[config.mk]
export PLATFORM = sky130hd
export DESIGN_NAME = bbfi_queue
export DESIGN_NICKNAME = d
export VERILOG_FILES = /design/src/rtl/core/bbfi_pkg.sv /design/src/rtl/core/bbfi_queue.sv
export SDC_FILE = /design/constraint.sdc
export NUM_CORES = 1
export LEC_CHECK = 0
export BUFFER_PORTS_ARGS = -buffer_cell sky130_fd_sc_hd__buf_2
export CELL_PAD_IN_SITES_DETAIL_PLACEMENT = 1
export CELL_PAD_IN_SITES_GLOBAL_PLACEMENT = 1
export CORE_AREA = 2 2 94 96
export DETAILED_ROUTE_END_ITERATION = 16
export DIE_AREA = 0 0 96 98
export GPL_TIMING_DRIVEN = 0
export PLACE_DENSITY = 0.54
export RECOVER_POWER = 100
export SLEW_MARGIN = 15
export SYNTH_ARGS = -nofsm -noshare
export SYNTH_HDL_FRONTEND = slang
export SYNTH_SLANG_ARGS = --single-unit
[constraint.sdc]
create_clock -name clock -period 2.2 [get_ports clock]
set_input_delay 0.33 -clock clock [delete_from_list [all_inputs] [get_ports clock]]
set_output_delay 0.33 -clock clock [all_outputs]
set_load 0.05 [all_outputs]
[src/rtl/core/bbfi_pkg.sv]
// Shared types and constants for the blocked Bloom filter insert core.
package bbfi_pkg;

   // Width of the probe count register and of the result count
   localparam int unsigned CNT_W = 5;
   localparam logic [CNT_W-1:0] PROBE_RESET = 5'd4;

   // Filter words are 64 bits wide; low 6 bits of a bit index pick the bit
   localparam int unsigned WORD_W     = 64;
   localparam int unsigned WORD_SHIFT = 6;

   // Stride gets bumped when its low five bits are all zero
   localparam int unsigned STRIDE_LOW_W = 5;

   // Queue between front and back
   localparam int unsigned QUEUE_DEPTH = 2;
   localparam int unsigned QPTR_W      = 1;
   localparam int unsigned QCNT_W      = 2;

   // Back-end sequencer states
   typedef enum logic [2:0] {
      ST_CLEAR = 3'b001,
      ST_IDLE  = 3'b010,
      ST_PROBE = 3'b100
   } back_state_type;

   // Result beat from the back end
   typedef struct packed {
      logic             valid;
      logic [CNT_W-1:0] count;
   } rsp_type;

endpackage

[src/rtl/core/bbfi_queue.sv]
// Two-entry queue of decoded items between front and back ends.
module bbfi_queue #(
   parameter int unsigned ITEM_W = 29
) (
   input  logic              clock,
   input  logic              reset,
   input  logic              push_i,
   input  logic [ITEM_W-1:0] push_item_i,
   input  logic              pop_i,
   output logic              full_o,
   output logic              valid_o,
   output logic [ITEM_W-1:0] pop_item_o
);

   logic [ITEM_W-1:0]               ent_ff [bbfi_pkg::QUEUE_DEPTH];
   logic [bbfi_pkg::QPTR_W-1:0]     rd_ptr_ff, rd_ptr_in;
   logic [bbfi_pkg::QPTR_W-1:0]     wr_ptr_ff, wr_ptr_in;
   logic [bbfi_pkg::QCNT_W-1:0]     cnt_ff, cnt_in;
   logic                            do_push, do_pop;

   assign full_o     = (cnt_ff == bbfi_pkg::QCNT_W'(bbfi_pkg::QUEUE_DEPTH));
   assign valid_o    = (cnt_ff != '0);
   assign pop_item_o = ent_ff[rd_ptr_ff];
   assign do_push    = push_i & ~full_o;
   assign do_pop     = pop_i & valid_o;

   // Pointer and fill count update
   always_comb begin
      rd_ptr_in = do_pop  ? rd_ptr_ff + bbfi_pkg::QPTR_W'(1) : rd_ptr_ff;
      wr_ptr_in = do_push ? wr_ptr_ff + bbfi_pkg::QPTR_W'(1) : wr_ptr_ff;
      cnt_in    = cnt_ff;
      if (do_push && !do_pop) begin
         cnt_in = cnt_ff + bbfi_pkg::QCNT_W'(1);
      end else if (do_pop && !do_push) begin
         cnt_in = cnt_ff - bbfi_pkg::QCNT_W'(1);
      end
   end

   always_ff @(posedge clock) begin
      if (reset) begin
         rd_ptr_ff <= '0;
         wr_ptr_ff <= '0;
         cnt_ff    <= '0;
      end else begin
         rd_ptr_ff <= rd_ptr_in;
         wr_ptr_ff <= wr_ptr_in;
         cnt_ff    <= cnt_in;
      end
   end

   always_ff @(posedge clock) begin
      if (do_push) begin
         ent_ff[wr_ptr_ff] <= push_item_i;
      end
   end

endmodule

* Word-level counts from Yosys, hierarchy flattened *
Memory sizes are Yosys's and may differ from the RTL's. A register that Yosys moved wholly into a read port is not among the register bits.
Index checks and enable logic that the tools add are counted.

word-level totals
  register bits after elaboration = 4
  latch bits = 0
  RAM bits = 58
  ROM bits = 0
  input bits = 33
  output and inout port bits = 31
  logic and storage cells = 24
  memories = 1

operators by class
  add/sub/neg operators = 4
  $mul = 0
  div/mod/pow operators = 0
  order comparisons = 0
  equal/unequal tests = 1
  shifts and indexed selects = 0
  muxes and demuxes = 6
  bitwise operators = 3
  reduce and logical (&&, ||, !) cells = 6

memory list
  memory  depth  width  rd ports  clocked after Yosys merged registers in  wr ports  RTL line          text
  ent_ff  2      29     1         1                                        1         bbfi_queue.sv:15  logic [ITEM_W-1:0] ent_ff [bbfi_pkg::QUEUE_DEPTH];

operators with widths
  kind                                              number
  2-to-1 mux 1 bit                                  4
  2-to-1 mux 2 bit                                  2
  nonzero test 2 bit                                2
  adder 1 bit, second input constant                2
  adder 2 x 1 -> 2 bit, second input constant       1
  AND 1 bit                                         2
  == test 2 bit, second input constant              1
  logical AND 1 bit                                 2
  logical NOT 1 bit                                 2
  subtractor 2 x 1 -> 2 bit, second input constant  1
  NOT 1 bit                                         1

* Longest topological paths before layout *
  depth in word-level cells = 7
  depth in mapped cells = 6
  gate-level depth less buffers = 6

* Worst setup path after synthesis *
OpenSTA, ideal clock, no wires.

  path type = reg-to-reg
  from = register cnt_ff[1] in the netlist's numbering
  to = memory ent_ff[0][0] (enable)
  setup time = 0.384 ns
  data arrival time = 1.501 ns
  data required time = 1.816 ns
  slack = 0.315 ns
  cell stages (with the launch flop) = 4
  buffers on the path = 0
  period minus slack after synthesis = 1.885 ns
  cells stage by stage = dfxtp_1 -> nor2b_2 -> or3_1 -> inv_1

on the way
  longest elaborated chain between the ends = 5

RTL lines
  element                                 RTL line          text
  from (decl)                             bbfi_queue.sv:18  logic [bbfi_pkg::QCNT_W-1:0] cnt_ff, cnt_in;
  from (signal assigned)                  bbfi_queue.sv:47  cnt_ff <= cnt_in;
  == test 2 bit                           bbfi_queue.sv:21  assign full_o = (cnt_ff == bbfi_pkg::QCNT_W'(bbfi_pkg::QUEUE_DEPTH));
  named net full_o                        bbfi_queue.sv:10  output logic full_o,
  NOT 1 bit                               bbfi_queue.sv:24  assign do_push = push_i & ~full_o;
  AND 1 bit                               bbfi_queue.sv:24
  2-to-1 mux 1 bit                        bbfi_queue.sv:52  if (do_push) begin
  2-to-1 mux 1 bit (not written as such)  bbfi_queue.sv:53  ent_ff[wr_ptr_ff] <= push_item_i;
  to (decl)                               bbfi_queue.sv:15

The timed path passes the listed nets, and every way through them passes these cells.

==> PnR_summary.wiki <==
{| class="wikitable"
! Metric !! Value
|-
| Result of the run || complete, no violations
|-
| Post-synthesis sequential area ratio || 79.8%
|-
| Area of all placed cells without fillers || 2910 um2
|-
| Count of warnings emitted by yosys || 0
|-
| Boundary pin count || 64
|-
| Maximum number of pins on one net before global-route repair || 30
|-
| Via-per-instance ratio || between 4 and 5
|-
| Post-route clock skew || roughly 0.0046 ns
|-
| Clock transition at path regs || 0.07 ns
|-
| Power density over the cells || 1340 nW/um2
|-
| Combined area of all synthesized cells || around 2300 um2
|-
| Slew @ Worst Pin || approximately 0.74 ns
|-
| Total die area || 9410 um2
|-
| Unrepaired setup endpoints after global routing || no
|-
| Average footprint of a synthesized cell || 20.1 um2
|-
| Quantity of I/O buffers inserted on ports || 63
|-
| Count of maximum capacitance violations || 0
|-
| Number of nets produced by synthesis || 149
|-
| Post-layout nets || 223
|-
| Detailed-route wire length || 4260 um
|-
| Vertical die dimension || 98 um
|-
| Leakage || 1.05 nW
|-
| Max-slew violation total from the final report || 0
|-
| Total vias in the final route || ~1300
|-
| Total power || 3.90 mW
|-
| Pre-Repair DR Iteration Count || 4
|-
| Starting density of the core || a little over a quarter
|-
| Count of antenna-violating nets left after detailed routing || 0
|-
| Sequential power share || around two fifths
|-
| Number of standard cells in the layout, taps in and fillers out || 302
|-
| Share of total power in combinational logic || 36.5%
|-
| Number of antenna violations at the first check in global routing || 0
|-
| Number of placed cells counting well taps || 286
|-
| Internal power || 2.40 mW
|-
| Minimum clock period || 2.00 ns
|-
| Fin util || 34.3%
|-
| Final weighted congestion of routability-driven global placement || 0.641
|-
| GRT Residual Overflow || 0
|-
| Arrival time of the worst setup path || 1.67 ns
|-
| Data required time of the worst path || between 1.5 and 2 ns
|-
| CTS Root Cell || sky130_fd_sc_hd__clkbuf_8
|-
| Core Region || 8470 um2
|-
| Kind of start point of the critical path || flip-flop
|-
| Number of H-tree levels || 3
|-
| TritonCTS Buffers || 9
|-
| Number of global-route vias before repair || about 1400
|-
| Type of the worst setup path || flip-flop to primary output
|-
| Post-CTS Hold Buffers || 0
|-
| Distinct cell type count of the synthesized netlist || 15
|-
| Synthesized instance count || 115
|-
| Net switching share of the total power || 38.5%
|-
| Maximum achievable frequency || 0.499 GHz
|-
| Post-synthesis to final-layout area growth || 26.0%
|-
| TritonCTS Sinks || 63
|-
| Clock tree from TritonCTS || yes
|-
| Switching power || 1.50 mW
|-
| Slew Limit Headroom || 50.6%
|-
| Clock share of power || 23.4%
|-
| Combined global-route utilization of all metal layers || about a tenth
|-
| First-pass GRT wire length || 6580 um
|-
| Largest voltage drop on the vdd net || 0.547 mV
|-
| Type of destination of the critical path || primary output
|-
| Latest clock arrival within the worst-skew pair || 0.32 ns
|-
| Worst min-delay path class || input port to flip-flop
|-
| Buffers inserted by post-CTS timing repair || 0
|-
| DP Area || between 2000 and 3000 um2
|-
| HPWL Detailed || 2840 um
|-
| DRC violation count after routing || 0
|-
| Share of cells above drive strength 1 || around 45%
|-
| Per-cell routed wire length || 14.1 um
|-
| Final worst-path cycle share || 91.1%
|-
| Site Rows || 34
|-
| Antenna Cells || 0
|-
| Die width || about 96 um
|-
| DRC violation total after the first TritonRoute iteration || 30
|-
| Maximum fanout count along the critical path || 10
|-
| Setup violation total in the final timing report || 0
|-
| #FFs+latches synth || between 60 and 70
|-
| Number of instances resized during post-cts repair || 0
|-
| Buffer levels on the longest clock path || 2
|-
| Final Hold Vio Count || 0
|}
==> cell usage in the layout (no fill, tap or decap) <==
| cell type | synthesis | routed |
|---|---|---|
| sky130_fd_sc_hd__buf_2 | 1 | 22 |
| sky130_fd_sc_hd__buf_4 | 2 | 2 |
| sky130_fd_sc_hd__inv_1 | 2 | 1 |
| sky130_fd_sc_hd__or2_2 | 1 | 1 |
| sky130_fd_sc_hd__bufinv_16 | 0 | 1 |
| sky130_fd_sc_hd__o21ai_0 | 3 | 3 |
| sky130_fd_sc_hd__nor2_1 | 4 | 4 |
| sky130_fd_sc_hd__clkinv_2 | 0 | 2 |
| sky130_fd_sc_hd__inv_2 | 0 | 1 |
| sky130_fd_sc_hd__clkbuf_8 | 0 | 9 |
| sky130_fd_sc_hd__and2_2 | 0 | 1 |
| sky130_fd_sc_hd__buf_1 | 0 | 1 |
| sky130_fd_sc_hd__nor2b_1 | 0 | 1 |
| sky130_fd_sc_hd__clkbuf_2 | 0 | 19 |
| sky130_fd_sc_hd__edfxtp_1 | 58 | 58 |
| sky130_fd_sc_hd__clkinv_1 | 0 | 3 |
| sky130_fd_sc_hd__clkbuf_1 | 0 | 23 |
| sky130_fd_sc_hd__dfxtp_1 | 5 | 5 |
| sky130_fd_sc_hd__ha_1 | 1 | 1 |
| sky130_fd_sc_hd__or3_1 | 2 | 2 |
| sky130_fd_sc_hd__a21oi_1 | 2 | 2 |
| sky130_fd_sc_hd__xor2_1 | 3 | 3 |
| sky130_fd_sc_hd__mux2_2 | 29 | 29 |
==> flip-flops by register name, indices dropped and copies added (netlist names), named ones only <==
name       count
cnt_ff         2
ent_ff        58
wr_ptr_ff      1
rd_ptr_ff      1
==> area by class of cell <==
cell class	instances	area, um2
fillers	922	5560
inverters	2	7.51
flip-flops and latches	63	1840
multi-input cells	47	438
clock buffers	10	128
clock inverters	6	51.3
repair buffers	63	287
well taps	108	135
plain buffers	3	20.0
==> cell families (layout without fill, tap and decap cells) <==
| group | Yosys count | count (layout) | synth area share [%] |
|---|---|---|---|
| DFF | 63 | 63 | 79.8 |
| xor gates and xnor gates | 3 | 3 | 1.14 |
| and+or+nand+nor | 9 | 9 | 2.11 |
| AOI/OAI and AO/OA | 5 | 5 | 1.08 |
| muxes | 29 | 29 | 14.1 |
| buffers and inverters | 5 | 84 | 1.19 |
| adders and majority gates | 1 | 1 | 0.542 |
==> critical path: stages (launching register included) <==
cell	delay, ns
sky130_fd_sc_hd__dfxtp_1	0.33
sky130_fd_sc_hd__buf_4	0.20
sky130_fd_sc_hd__buf_4	0.22
sky130_fd_sc_hd__mux2_2	0.36
sky130_fd_sc_hd__clkbuf_2	0.24
==> cells in the mapped netlist <==
cell                       number  area (um2)
sky130_fd_sc_hd__mux2_2        29         327
sky130_fd_sc_hd__or2_2          1        6.26
sky130_fd_sc_hd__edfxtp_1      58        1740
sky130_fd_sc_hd__and2_1         1        6.26
sky130_fd_sc_hd__nor2b_2        1        8.76
sky130_fd_sc_hd__dfxtp_1        5         100
sky130_fd_sc_hd__inv_1          2        7.51
sky130_fd_sc_hd__nor2_1         4        15.0
sky130_fd_sc_hd__buf_2          1        5.00
sky130_fd_sc_hd__buf_4          2        15.0
sky130_fd_sc_hd__ha_1           1        12.5
sky130_fd_sc_hd__or3_1          2        12.5
sky130_fd_sc_hd__xor2_1         3        26.3
sky130_fd_sc_hd__a21oi_1        2        10.0
sky130_fd_sc_hd__o21ai_0        3        15.0
==> layer usage <==
layer / global-route usage (%) / share of wire, %
met5: 0 / 0
met2: 15.0 / 47
met1: 11.5 / 44
met4: 4.95 / 2.1
met3: 3.86 / 6.7
==> final timing paths <==
check,endpoint,slack (ns),depth (start not counted),startpoint
worst min register to register,wr_ptr_ff$_SDFFE_PP0P_,0.50,2,wr_ptr_ff$_SDFFE_PP0P_
worst max register to register,ent_ff[0][11]$_DFFE_PP_,0.44,3,cnt_ff[0]$_SDFFE_PP0P_
worst min-delay path,ent_ff[0][26]$_DFFE_PP_,0.19,1,push_item_i[26]
worst max-delay path,pop_item_o[2],0.20,4,flip-flop
==> per-stage QoR <==
stage,hold slack (ns),setup TNS (ns),setup slack (ns)
after floorplan,0.399,0,0.315
after global placement,0.482,-1.66,-0.0588
after detailed placement,0.486,0,0.425
after CTS,0.168,0,0.173
after global routing,0.174,0,0.104
final,0.191,0,0.196
==> power by group through the flow <==
stage / logic, mW / clock network, mW / registers [mW]
finish: 1.42 / 0.913 / 1.56
global route: 1.52 / 0.997 / 1.58
CTS: 1.48 / 0.950 / 1.57
detailed placement: 1.47 / 0 / 1.59
global placement: 1.47 / 0 / 1.59
floorplan: 1.16 / 0 / 1.58
No activity file was read; power rests on OpenSTA's default activity.
