===== src/rtl/core/bbfi_pkg.sv =====
// Shared types and constants for the blocked Bloom filter insert core.
package bbfi_pkg;

   // Width of the probe count register and of the result count
   localparam int unsigned CNT_W = 5;
   localparam logic [CNT_W-1:0] PROBE_RESET = 5'd4;

   // Filter words are 64 bits wide; low 6 bits of a bit index pick the bit
   localparam int unsigned WORD_W     = 64;
   localparam int unsigned WORD_SHIFT = 6;

   // Stride gets bumped when its low five bits are all zero
   localparam int unsigned STRIDE_LOW_W = 5;

   // Queue between front and back
   localparam int unsigned QUEUE_DEPTH = 2;
   localparam int unsigned QPTR_W      = 1;
   localparam int unsigned QCNT_W      = 2;

   // Back-end sequencer states
   typedef enum logic [2:0] {
      ST_CLEAR = 3'b001,
      ST_IDLE  = 3'b010,
      ST_PROBE = 3'b100
   } back_state_type;

   // Result beat from the back end
   typedef struct packed {
      logic             valid;
      logic [CNT_W-1:0] count;
   } rsp_type;

endpackage


===== src/rtl/core/bbfi_front.sv =====
// Front end: takes request beats, splits the hash into block, start and stride.
module bbfi_front #(
   parameter int unsigned FILTER_SHIFT = 20,
   parameter int unsigned BLOCK_SHIFT  = 9,
   parameter int unsigned SEL_W        = 11,
   parameter int unsigned BLK_W        = 11,
   parameter int unsigned ITEM_W       = 29
) (
   input  logic              clock,
   input  logic              reset,
   input  logic              start,
   input  logic [63:0]       hash_value_i,
   input  logic              clearing_i,
   input  logic              q_full_i,
   output logic              busy_o,
   output logic              q_push_o,
   output logic [ITEM_W-1:0] q_item_o
);

   logic              front_valid_ff, front_valid_in;
   logic [ITEM_W-1:0] item_ff, item_in;
   logic              accept;
   logic [63:0]       blk_mask;
   logic [BLK_W-1:0]       blk;
   logic [BLOCK_SHIFT-1:0] pos;
   logic [BLOCK_SHIFT-1:0] stride_raw;
   logic [BLOCK_SHIFT-1:0] stride;

   // Handshake: stage holds one decoded beat until the queue takes it
   assign busy_o   = clearing_i | (front_valid_ff & q_full_i);
   assign accept   = start & ~busy_o;
   assign q_push_o = front_valid_ff & ~q_full_i;
   assign q_item_o = item_ff;

   // Field split of the hash
   assign blk_mask   = (64'd1 << SEL_W) - 64'd1;
   assign blk        = BLK_W'(hash_value_i & blk_mask);
   assign pos        = BLOCK_SHIFT'(hash_value_i >> SEL_W);
   assign stride_raw = BLOCK_SHIFT'(hash_value_i >> FILTER_SHIFT);

   // Stride with all-zero low bits is bumped by one
   always_comb begin
      if (stride_raw[bbfi_pkg::STRIDE_LOW_W-1:0] == '0) begin
         stride = stride_raw + BLOCK_SHIFT'(1);
      end else begin
         stride = stride_raw;
      end
   end

   always_comb begin
      front_valid_in = front_valid_ff;
      item_in        = item_ff;
      if (accept) begin
         front_valid_in = 1'b1;
         item_in        = {blk, pos, stride};
      end else if (q_push_o) begin
         front_valid_in = 1'b0;
      end
   end

   always_ff @(posedge clock) begin
      if (reset) begin
         front_valid_ff <= 1'b0;
      end else begin
         front_valid_ff <= front_valid_in;
      end
   end

   always_ff @(posedge clock) begin
      item_ff <= item_in;
   end

endmodule


===== config.mk =====
export PLATFORM = sky130hd
export DESIGN_NAME = bbfi_front
export DESIGN_NICKNAME = d
export VERILOG_FILES = /design/src/rtl/core/bbfi_pkg.sv /design/src/rtl/core/bbfi_front.sv
export SDC_FILE = /design/constraint.sdc
export NUM_CORES = 1
export LEC_CHECK = 0
export BUFFER_PORTS_ARGS = -buffer_cell sky130_fd_sc_hd__buf_2
export CORE_ASPECT_RATIO = 1.4
export CORE_MARGIN = 2
export CORE_UTILIZATION = 38
export CTS_CLUSTER_SIZE = 10
export DETAILED_ROUTE_END_ITERATION = 6
export MAX_ROUTING_LAYER = met4
export PLACE_DENSITY = 0.84
export SLEW_MARGIN = 25
export SYNTH_ARGS = -nofsm -noshare
export SYNTH_HDL_FRONTEND = slang
export SYNTH_SLANG_ARGS = --single-unit
export TNS_END_PERCENT = 20

===== constraint.sdc =====
create_clock -name clock -period 3.85 [get_ports clock]
set_input_delay 0.77 -clock clock [delete_from_list [all_inputs] [get_ports clock]]
set_output_delay 0.77 -clock clock [all_outputs]
set_load 0.01 [all_outputs]

After elaboration in Yosys (flattened, before gate mapping)
Index checks and enable logic that the tools add are counted.
{"block": "word_totals", "regBits": 30, "elab_cells": 14}
{"block": "classes", "add_sub_neg": 1, "mux": 3, "bitwise_logic": 6, "n_reduce_logical": 2}
{"op": "9-bit by 1-bit adder with 9-bit output, second input constant", "count": 1}
{"op": "9-bit 2-to-1 mux", "count": 1}
{"op": "5-bit logical NOT", "count": 1}
{"op": "1-bit bitwise AND", "count": 3}
{"op": "1-bit 2-to-1 mux", "count": 2}
{"op": "1-bit NOT", "count": 2}
{"op": "2-bit nonzero test", "count": 1}
{"op": "1-bit bitwise OR", "count": 1}

Depth between registers and ports, before layout
Gate-level depths: netlist of the first run.
{"block": "logic_depth", "depth_word": 5, "mapped_depth": 4, "depth_no_buf": 4}

Worst setup path after synthesis of the first run
Ideal clock, no wire load.
{"block": "synth_timing", "kind": "input to register", "from": "input clearing_i", "to": "register item_ff[0], in the netlist q_item_o[0], enable pin", "setup_time_ns": 0.425, "t_arrival_ns": 2.363, "path_slack_ns": 1.062, "path_stages": 2, "n_path_buf": 0, "path_cell_list": "nand2b_1 -> a21oi_1"}
{"block": "synth_between", "elab_chain_len": 3}
{"item": "start, declared", "line": "bbfi_front.sv:13", "source": "input logic clearing_i,"}
{"item": "1-bit bitwise OR", "line": "bbfi_front.sv:30", "source": "assign busy_o = clearing_i | (front_valid_ff & q_full_i);"}
{"item": "1-bit NOT", "line": "bbfi_front.sv:31", "source": "assign accept = start & ~busy_o;"}
{"item": "1-bit bitwise AND", "line": "bbfi_front.sv:31"}
{"item": "net accept", "line": "bbfi_front.sv:22", "source": "logic accept;"}
{"item": "end signal, assigned", "line": "bbfi_front.sv:70", "source": "item_ff <= item_in;"}
{"item": "end, declared", "line": "bbfi_front.sv:21", "source": "logic [ITEM_W-1:0] item_ff, item_in;"}
The timed path passes the listed nets, and every way through them passes these cells.
A chain may end at the register's enable or synchronous reset.

Worst setup path in the final report of the first run
{"block": "layout_timing", "from": "input q_full_i", "to": "output busy_o"}
{"block": "layout_between", "elab_chain_len": 2}
{"item": "start, declared", "line": "bbfi_front.sv:14", "source": "input logic q_full_i,"}
{"item": "1-bit bitwise AND", "line": "bbfi_front.sv:30"}
{"item": "1-bit bitwise OR", "line": "bbfi_front.sv:30"}
{"item": "end, declared", "line": "bbfi_front.sv:15", "source": "output logic busy_o,"}
No other way between the ends.

==> impl_metrics.csv, run 1 <==
group,metric,value,unit
synthesis,synth_flop_cell,"edfxtp_1",
synthesis,synth_area_leaders,"edfxtp_1 (84%), ha_1 (2.4%), nor4b_4 (2.3%)",
placed_design,place_inst,146,
clock_tree,ctsHoldBuffers,0,
route,ant_nets,0,
layout,final_nets,188,
die,start_util,0.396,
setup_path,path_class,"input pin to primary output",
synthesis,synth_edf_count,29,
clock_tree,cts_resized,0,
clock_tree,clk_pin_slew,0.08,ns
synthesis,synth.distinct_cells,14,
die,coreArea,2620,um2
route,route.detailed.drc,0,
route,post_drt_via_cell_ratio,4.37,
timing,timing_worst_slew_pin_value,0.351,ns
synthesis,ys_seq_elements,30,
clock_tree,ctsLongestPathBuffers,2,
worst_hold_path,hold_depth,2,
die,fp.dieW,48.1,um
setup_path,cp_num_cells,4,
placed_design,port_buffers,64,
layout,antenna_cells,0,
route,wl_per_cell,12.1,um
route,first_pass_iters,2,
synthesis,async_flop_share,0,
timing,finalCritPeriodShare,0.501,
synthesis,yosysSeqAreaShare,0.861,
pwr,clkPwrFrac,0.297,
die,die_h,65.7,um
clock_tree,worstSkewPairLatency,0.32,ns
timing,finalSetupViolCount,0,
synthesis,synthTopCellsByCount,"edfxtp_1 (29), clkbuf_1 (6)",
timing,fin_tns_setup,0,ns
die,num_rows,22,
route,num_vias,673,
pwr,power_frac_seq,0.617,
setup_path,path_cells,"buf_2 > nand2_1 > nand2b_1 > buf_2",
route,drtIter0Drc,3,
clock_tree,cts_tree,"built",
synthesis,synth_top_cell_by_area,"edfxtp_1",
setup_path,reg2reg_depth,2,
synthesis,syn_inst,51,
worst_hold_path,hp-class,"flop to flop",
layout,drive_above_1_share,0.636,
timing,hold_violations,0,
layout,nFillCells,211,
setup_path,critical-path-max-stage-delay,0.13,ns
synthesis,synthMostInstantiatedCell,"edfxtp_1",
pwr,vdd_drop_max,0.219,mV
clock_tree,cts_root_buf,"clkbuf_4",
setup_path,start_kind,"input pin",
pwr,combPwrFrac,0.087,
timing,fmax,518,MHz
synthesis,syn_avg_cell_area,20.3,um2
timing,setup_ws,1.92,ns
global_routing,grt_start_max_net_pins,30,
clock_tree,cts_htree_levels,2,
setup_path,critPathBufInv,2,
route,finalWirelength,1860,um
pwr,p_leak,0.627,nW
layout,seqCellArea,891,um2
setup_path,worstPathArrival,1.16,ns
timing,slew_viol_final,0,
job,max_cap_violations,0,
global_routing,grt_pass1_vias,666,
layout,final_cell_count_no_fill,154,
run_status,status,"finished, final reports clean",
timing,finalCriticalPeriod,1.93,ns
synthesis,syn_nets,122,
pwr,p_int,488,uW
timing,skew,0.00284,ns
setup_path,critPathMostFrequentCell,"buf_2",
pwr,powerDensity,423,nW/um2
setup_path,worstPathRequired,3.08,ns
setup_path,crit_fanout,3,
layout,syn_to_final_growth,40.0,%
synthesis,yosys_warnings,0,
global_routing,antenna_found_initial,0,
timing,relSlewSlack,0.766,
placed_design,gp_congestion,0.719,
synthesis,yosysTopAreaCellShare,0.842,
global_routing,gr-total-overflow,0,
synthesis,synth_area,1030,um2
clock_tree,cts_buffers,5,
global_routing,track_usage,0.143,
pwr,p_sw_frac,0.203,
pwr,p_switching,125,uW
die,boundaryPins,100,
timing,rsz0062_at_grt,"false",
setup_path,cp-end-kind,"primary output",
clock_tree,post_cts_buffers,0,
clock_tree,cts_sinks,30,
placed_design,dp_hpwl,1500,um
setup_path,crit_family,"buffers and inverters",
die,dieArea,3160,um2
placed_design,place_ws,1.85,ns
layout,multiInputGateArea,118,um2
global_routing,grt_pass1_wl,2820,um
setup_path,slowest_stage,"buf_2",
==> power by group through the flow <==
stage                     logic (mW)  registers (mW)  clock network [mW]
final                         0.0530           0.378               0.182
after global placement        0.0509           0.385                   0
after detailed placement      0.0537           0.386                   0
after CTS                     0.0539           0.378               0.190
after global routing          0.0595           0.380               0.208
after floorplan               0.0130           0.393                   0
==> path summary, 6_finish.rpt <==
check	end	startpoint	slack [ns]
max	busy_o	q_full_i	1.92
min	front_valid_ff	front_valid_ff	0.52
max reg2reg	q_item_o[5]	front_valid_ff	2.72
min reg2reg	front_valid_ff	front_valid_ff	0.52
==> cells by family after synthesis <==
family / Yosys count / synth area share
fa+ha+maj: 2 / 0.0242
xor+xnor: 1 / 0.00847
buf+inv: 8 / 0.0290
flops: 30 / 0.861
simple gates: 6 / 0.0484
mux: 1 / 0.0109
compound gates: 3 / 0.0181
==> layout make-up <==
class                   instances  area share
flip-flops and latches         30       0.615
repair buffers                 65       0.226
multi-input cells              13      0.0812
clock buffers                   7      0.0380
well taps                      36      0.0311
inverters                       2     0.00518
clock inverters                 1     0.00345
==> metrics by stage <==
stage                      util  cell area (um2)  hold slack [ns]  power [mW]
after floorplan               -             1030            0.457       0.406
after global placement    0.531             1390            0.482       0.436
after detailed placement  0.531             1390            0.505       0.439
after CTS                 0.554             1450            0.518       0.622
after global routing      0.554             1450            0.587       0.647
final                     0.554             1450            0.521       0.613
==> placed cells by master (no fill, tap or decap), drive strengths merged <==
master / instances
dfxtp: 1
nand2: 1
inv: 2
xnor2: 1
a21oi: 2
mux2: 1
buf: 65
nor2: 1
ha: 2
a31o: 1
nand2b: 2
edfxtp: 29
nor2b: 1
nor4b: 1
clkinv: 1
clkbuf: 7
==> registers in the layout (all words and copies together) (netlist names) <==
| name | cells |
|---|---|
| q_item_o | 29 |
| front_valid_ff | 1 |
==> per-layer routing <==
metal  global-route usage  vias up  wire length [um]
li1                     -      315                 -
met4                0.122        0                70
met2                0.212       58               865
met5                    -        -                 0
met3               0.0687        7               268
met1                0.130      293               657
==> tightest hold or removal path: stages (launching register included) <==
cell and delay [ns]:
dfxtp_1 0.34, nand2_1 0.09, a21oi_1 0.06
Note: power is estimated with default switching activity, not from simulation.
==> run 2, diff against run 1 <==
ABC_AREA = 1   (was default)
CORE_UTILIZATION = 32   (was 38)
PLACE_DENSITY = 0.75   (was 0.84)
clock period = 1.7 ns   (was 3.85 ns; I/O delays follow)
==> impl_metrics.csv, run 2 <==
group,metric,value,unit
run_status,status,"finished, final reports clean",
clock_tree,cts_buffers,5,
route,dr_wl_met2,1110,um
placed_design,gp_congestion,0.682,
route,num_vias,717,
synthesis,synth_flop_cell,"edfxtp_1",
clock_tree,cts_sinks,30,
layout,final_nets,201,
die,coreArea,3120,um2
setup_path,reg2reg_depth,4,
route,route.detailed.drc,0,
pwr,clkPwrFrac,0.361,
setup_path,worstPathRequired,1.36,ns
die,fp.dieW,52.3,um
synthesis,syn_nets,135,
clock_tree,post_cts_buffers,0,
layout,largest_register_ffs,29,
synthesis,syn_avg_cell_area,16.3,um2
layout,final_cell_area,1510,um2
timing,slew_viol_final,0,
synthesis,yosysSeqAreaShare,0.852,
route,first_pass_iters,4,
clock_tree,ctsHoldBuffers,0,
worst_hold_path,hold_start,"hash_value_i[0]",
clock_tree,cts_root_buf,"clkbuf_8",
die,num_rows,24,
layout,syn_to_final_growth,43.9,%
worst_hold_path,worstHoldEndpoint,"q_item_o[18]",
setup_path,reg2reg_to,"q_item_o[16]",
synthesis,synth.distinct_cells,10,
global_routing,grt_pass1_vias,729,
route,drtIter0Drc,20,
clock_tree,worstSkewPairLatency,0.27,ns
worst_hold_path,hp-class,"input pin to flop",
synthesis,synth_edf_count,29,
job,max_cap_violations,0,
global_routing,gr-total-overflow,0,
synthesis,synthTopCellsByCount,"edfxtp_1 (29), inv_1 (9), nand2_1 (9), clkbuf_1 (6), nand3_1 (3)",
route,wl_per_cell,11.4,um
pwr,p_int,1.24,mW
global_routing,antenna_found_initial,0,
setup_path,r2r_setup_slack,0.58,ns
layout,layout_commonest_cell,"buf_2",
setup_path,critical-path-max-stage-delay,0.34,ns
timing,timing_worst_slew_pin_value,0.157,ns
setup_path,worstPathArrival,0.92,ns
pwr,p_switching,297,uW
clock_tree,ctsLongestPathBuffers,2,
timing,holdWs,0.245,ns
synthesis,synth_area_leaders,"edfxtp_1 (83%), inv_1 (3.2%), nand2_1 (3.2%)",
placed_design,placed_area,1420,um2
synthesis,ys_seq_elements,30,
setup_path,cp-end-kind,"primary output",
global_routing,track_usage,0.116,
setup_path,path_class,"flop to primary output",
die,dieArea,3750,um2
route,drt-met1-wl,551,um
timing,skew,0.00201,ns
layout,nFillCells,308,
timing,relSlewSlack,0.895,
clock_tree,clk_pin_slew,0.06,ns
timing,finalCriticalPeriod,1.26,ns
route,finalWirelength,1940,um
setup_path,critPathMostFrequentCell,"nand2_1",
timing,fmax,794,MHz
synthesis,yosysTopAreaCellShare,0.833,
layout,drive_above_1_share,0.565,
setup_path,crit_fanout,2,
pwr,p_sw_frac,0.194,
synthesis,syn_inst,64,
timing,finalCritPeriodShare,0.741,
setup_path,r2r-start,"front_valid_ff",
clock_tree,cts_htree_levels,2,
setup_path,slowest_stage,"dfxtp_1",
timing,finalSetupViolCount,0,
synthesis,yosys_warnings,0,
route,ant_nets,0,
clock_tree,cts_resized,0,
global_routing,grt_start_max_net_pins,30,
timing,hold_violations,0,
die,die_h,71.7,um
synthesis,async_flop_share,0,
setup_path,start_kind,"flop",
setup_path,path_cells,"nand2_1 > nand2_1 > buf_2",
synthesis,synthMostInstantiatedCell,"edfxtp_1",
layout,mostFrequentLayoutCells,"buf_2 (64), edfxtp_1 (29), inv_1 (9), nand2_1 (9), clkbuf_8 (6)",
timing,rsz0062_at_grt,"false",
synthesis,synth_top_cell_by_area,"edfxtp_1",
clock_tree,cts_tree,"built",
pwr,vdd_drop_max,0.422,mV
placed_design,dp_hpwl,1570,um
route,top_layer,"met4",
layout,antenna_cells,0,
pwr,power_frac_seq,0.558,
pwr,combPwrFrac,0.081,
die,start_util,0.335,
pwr,powerDensity,1020,nW/um2
die,boundaryPins,100,
route,post_drt_via_cell_ratio,4.22,
pwr,p_leak,0.685,nW
route,wl_met3,259,um
pwr,p_total,1.53,mW
synthesis,synth_area,1050,um2
placed_design,port_buffers,64,
worst_hold_path,hold_depth,1,
timing,fin_tns_setup,0,ns
global_routing,grt_pass1_wl,3040,um
## run 2: cell types whose count changed after synthesis
cell	previous run	this run
a21oi_1	2	0
a31o_2	1	0
inv_1	2	9
mux2_1	1	0
nand2_1	1	9
nand2b_1	2	0
nand3_1	0	3
nor2_1	1	2
nor2_2	0	2
nor2b_1	1	0
nor4b_4	1	0
o21ai_0	0	1
xnor2_1	1	0
## run 2: power by group through the flow
| stage | Sequential [mW] | Clock [mW] | Combinational (mW) |
|---|---|---|---|
| 6_report | 0.856 | 0.554 | 0.124 |
| 5_1_grt | 0.859 | 0.607 | 0.139 |
| 4_1_cts | 0.857 | 0.579 | 0.127 |
| 3_5_place_dp | 0.872 | 0 | 0.127 |
| 3_3_place_gp | 0.870 | 0 | 0.120 |
| 2_1_floorplan | 0.890 | 0 | 0.0317 |
## run 2: final cells by class
cell class              count  area [um2]  share of cell area
well taps                  39        48.8              0.0324
flip-flops and latches     30         891               0.592
inverters                   9        33.8              0.0224
clock buffers               8        90.1              0.0599
multi-input cells          19         101              0.0673
repair buffers             65         340               0.226
## run 2: kinds of logic after synthesis
| logic type | synth area share |
|---|---|
| AND/OR/NAND/NOR | 0.0658 |
| AO/OA/AOI/OAI | 0.00478 |
| adder cells (fa/ha/maj) | 0.0239 |
| buffers and inverters | 0.0538 |
| flip-flops | 0.852 |
## run 2: worst max-delay path: cells and delay by family (launching register included)
kind,cells,cell delay [ns]
buffers and inverters,1,0.14
DFF,1,0.34
and+or+nand+nor,2,0.18
## run 2: worst max path at each step
| stage | from | end | cells after the start | slack (ns) |
|---|---|---|---|---|
| detailed placement | hash_value_i[20] | q_item_o[1] | 8 | 0.37 |
| global placement | hash_value_i[20] | q_item_o[1] | 8 | 0.46 |
| global route | front_valid_ff | busy_o | 3 | 0.37 |
| CTS | front_valid_ff | q_push_o | 3 | 0.43 |
| finish | front_valid_ff | busy_o | 3 | 0.44 |
| floorplan | q_full_i | q_item_o[0] | 3 | 0.006 |
## run 2: stage by stage
step,instances,worst slack (ns),utilization
floorplan,64,0.00627,-
global placement,162,0.461,0.453
detailed placement,162,0.372,0.453
CTS,170,0.431,0.482
global route,170,0.371,0.482
finish,170,0.440,0.482
## run 2: layer usage
metal  global-route usage  up-vias
met5                    -        -
met1               0.0957      330
met3               0.0646        2
met4               0.0513        0
li1                     -      343
met2                0.201       42
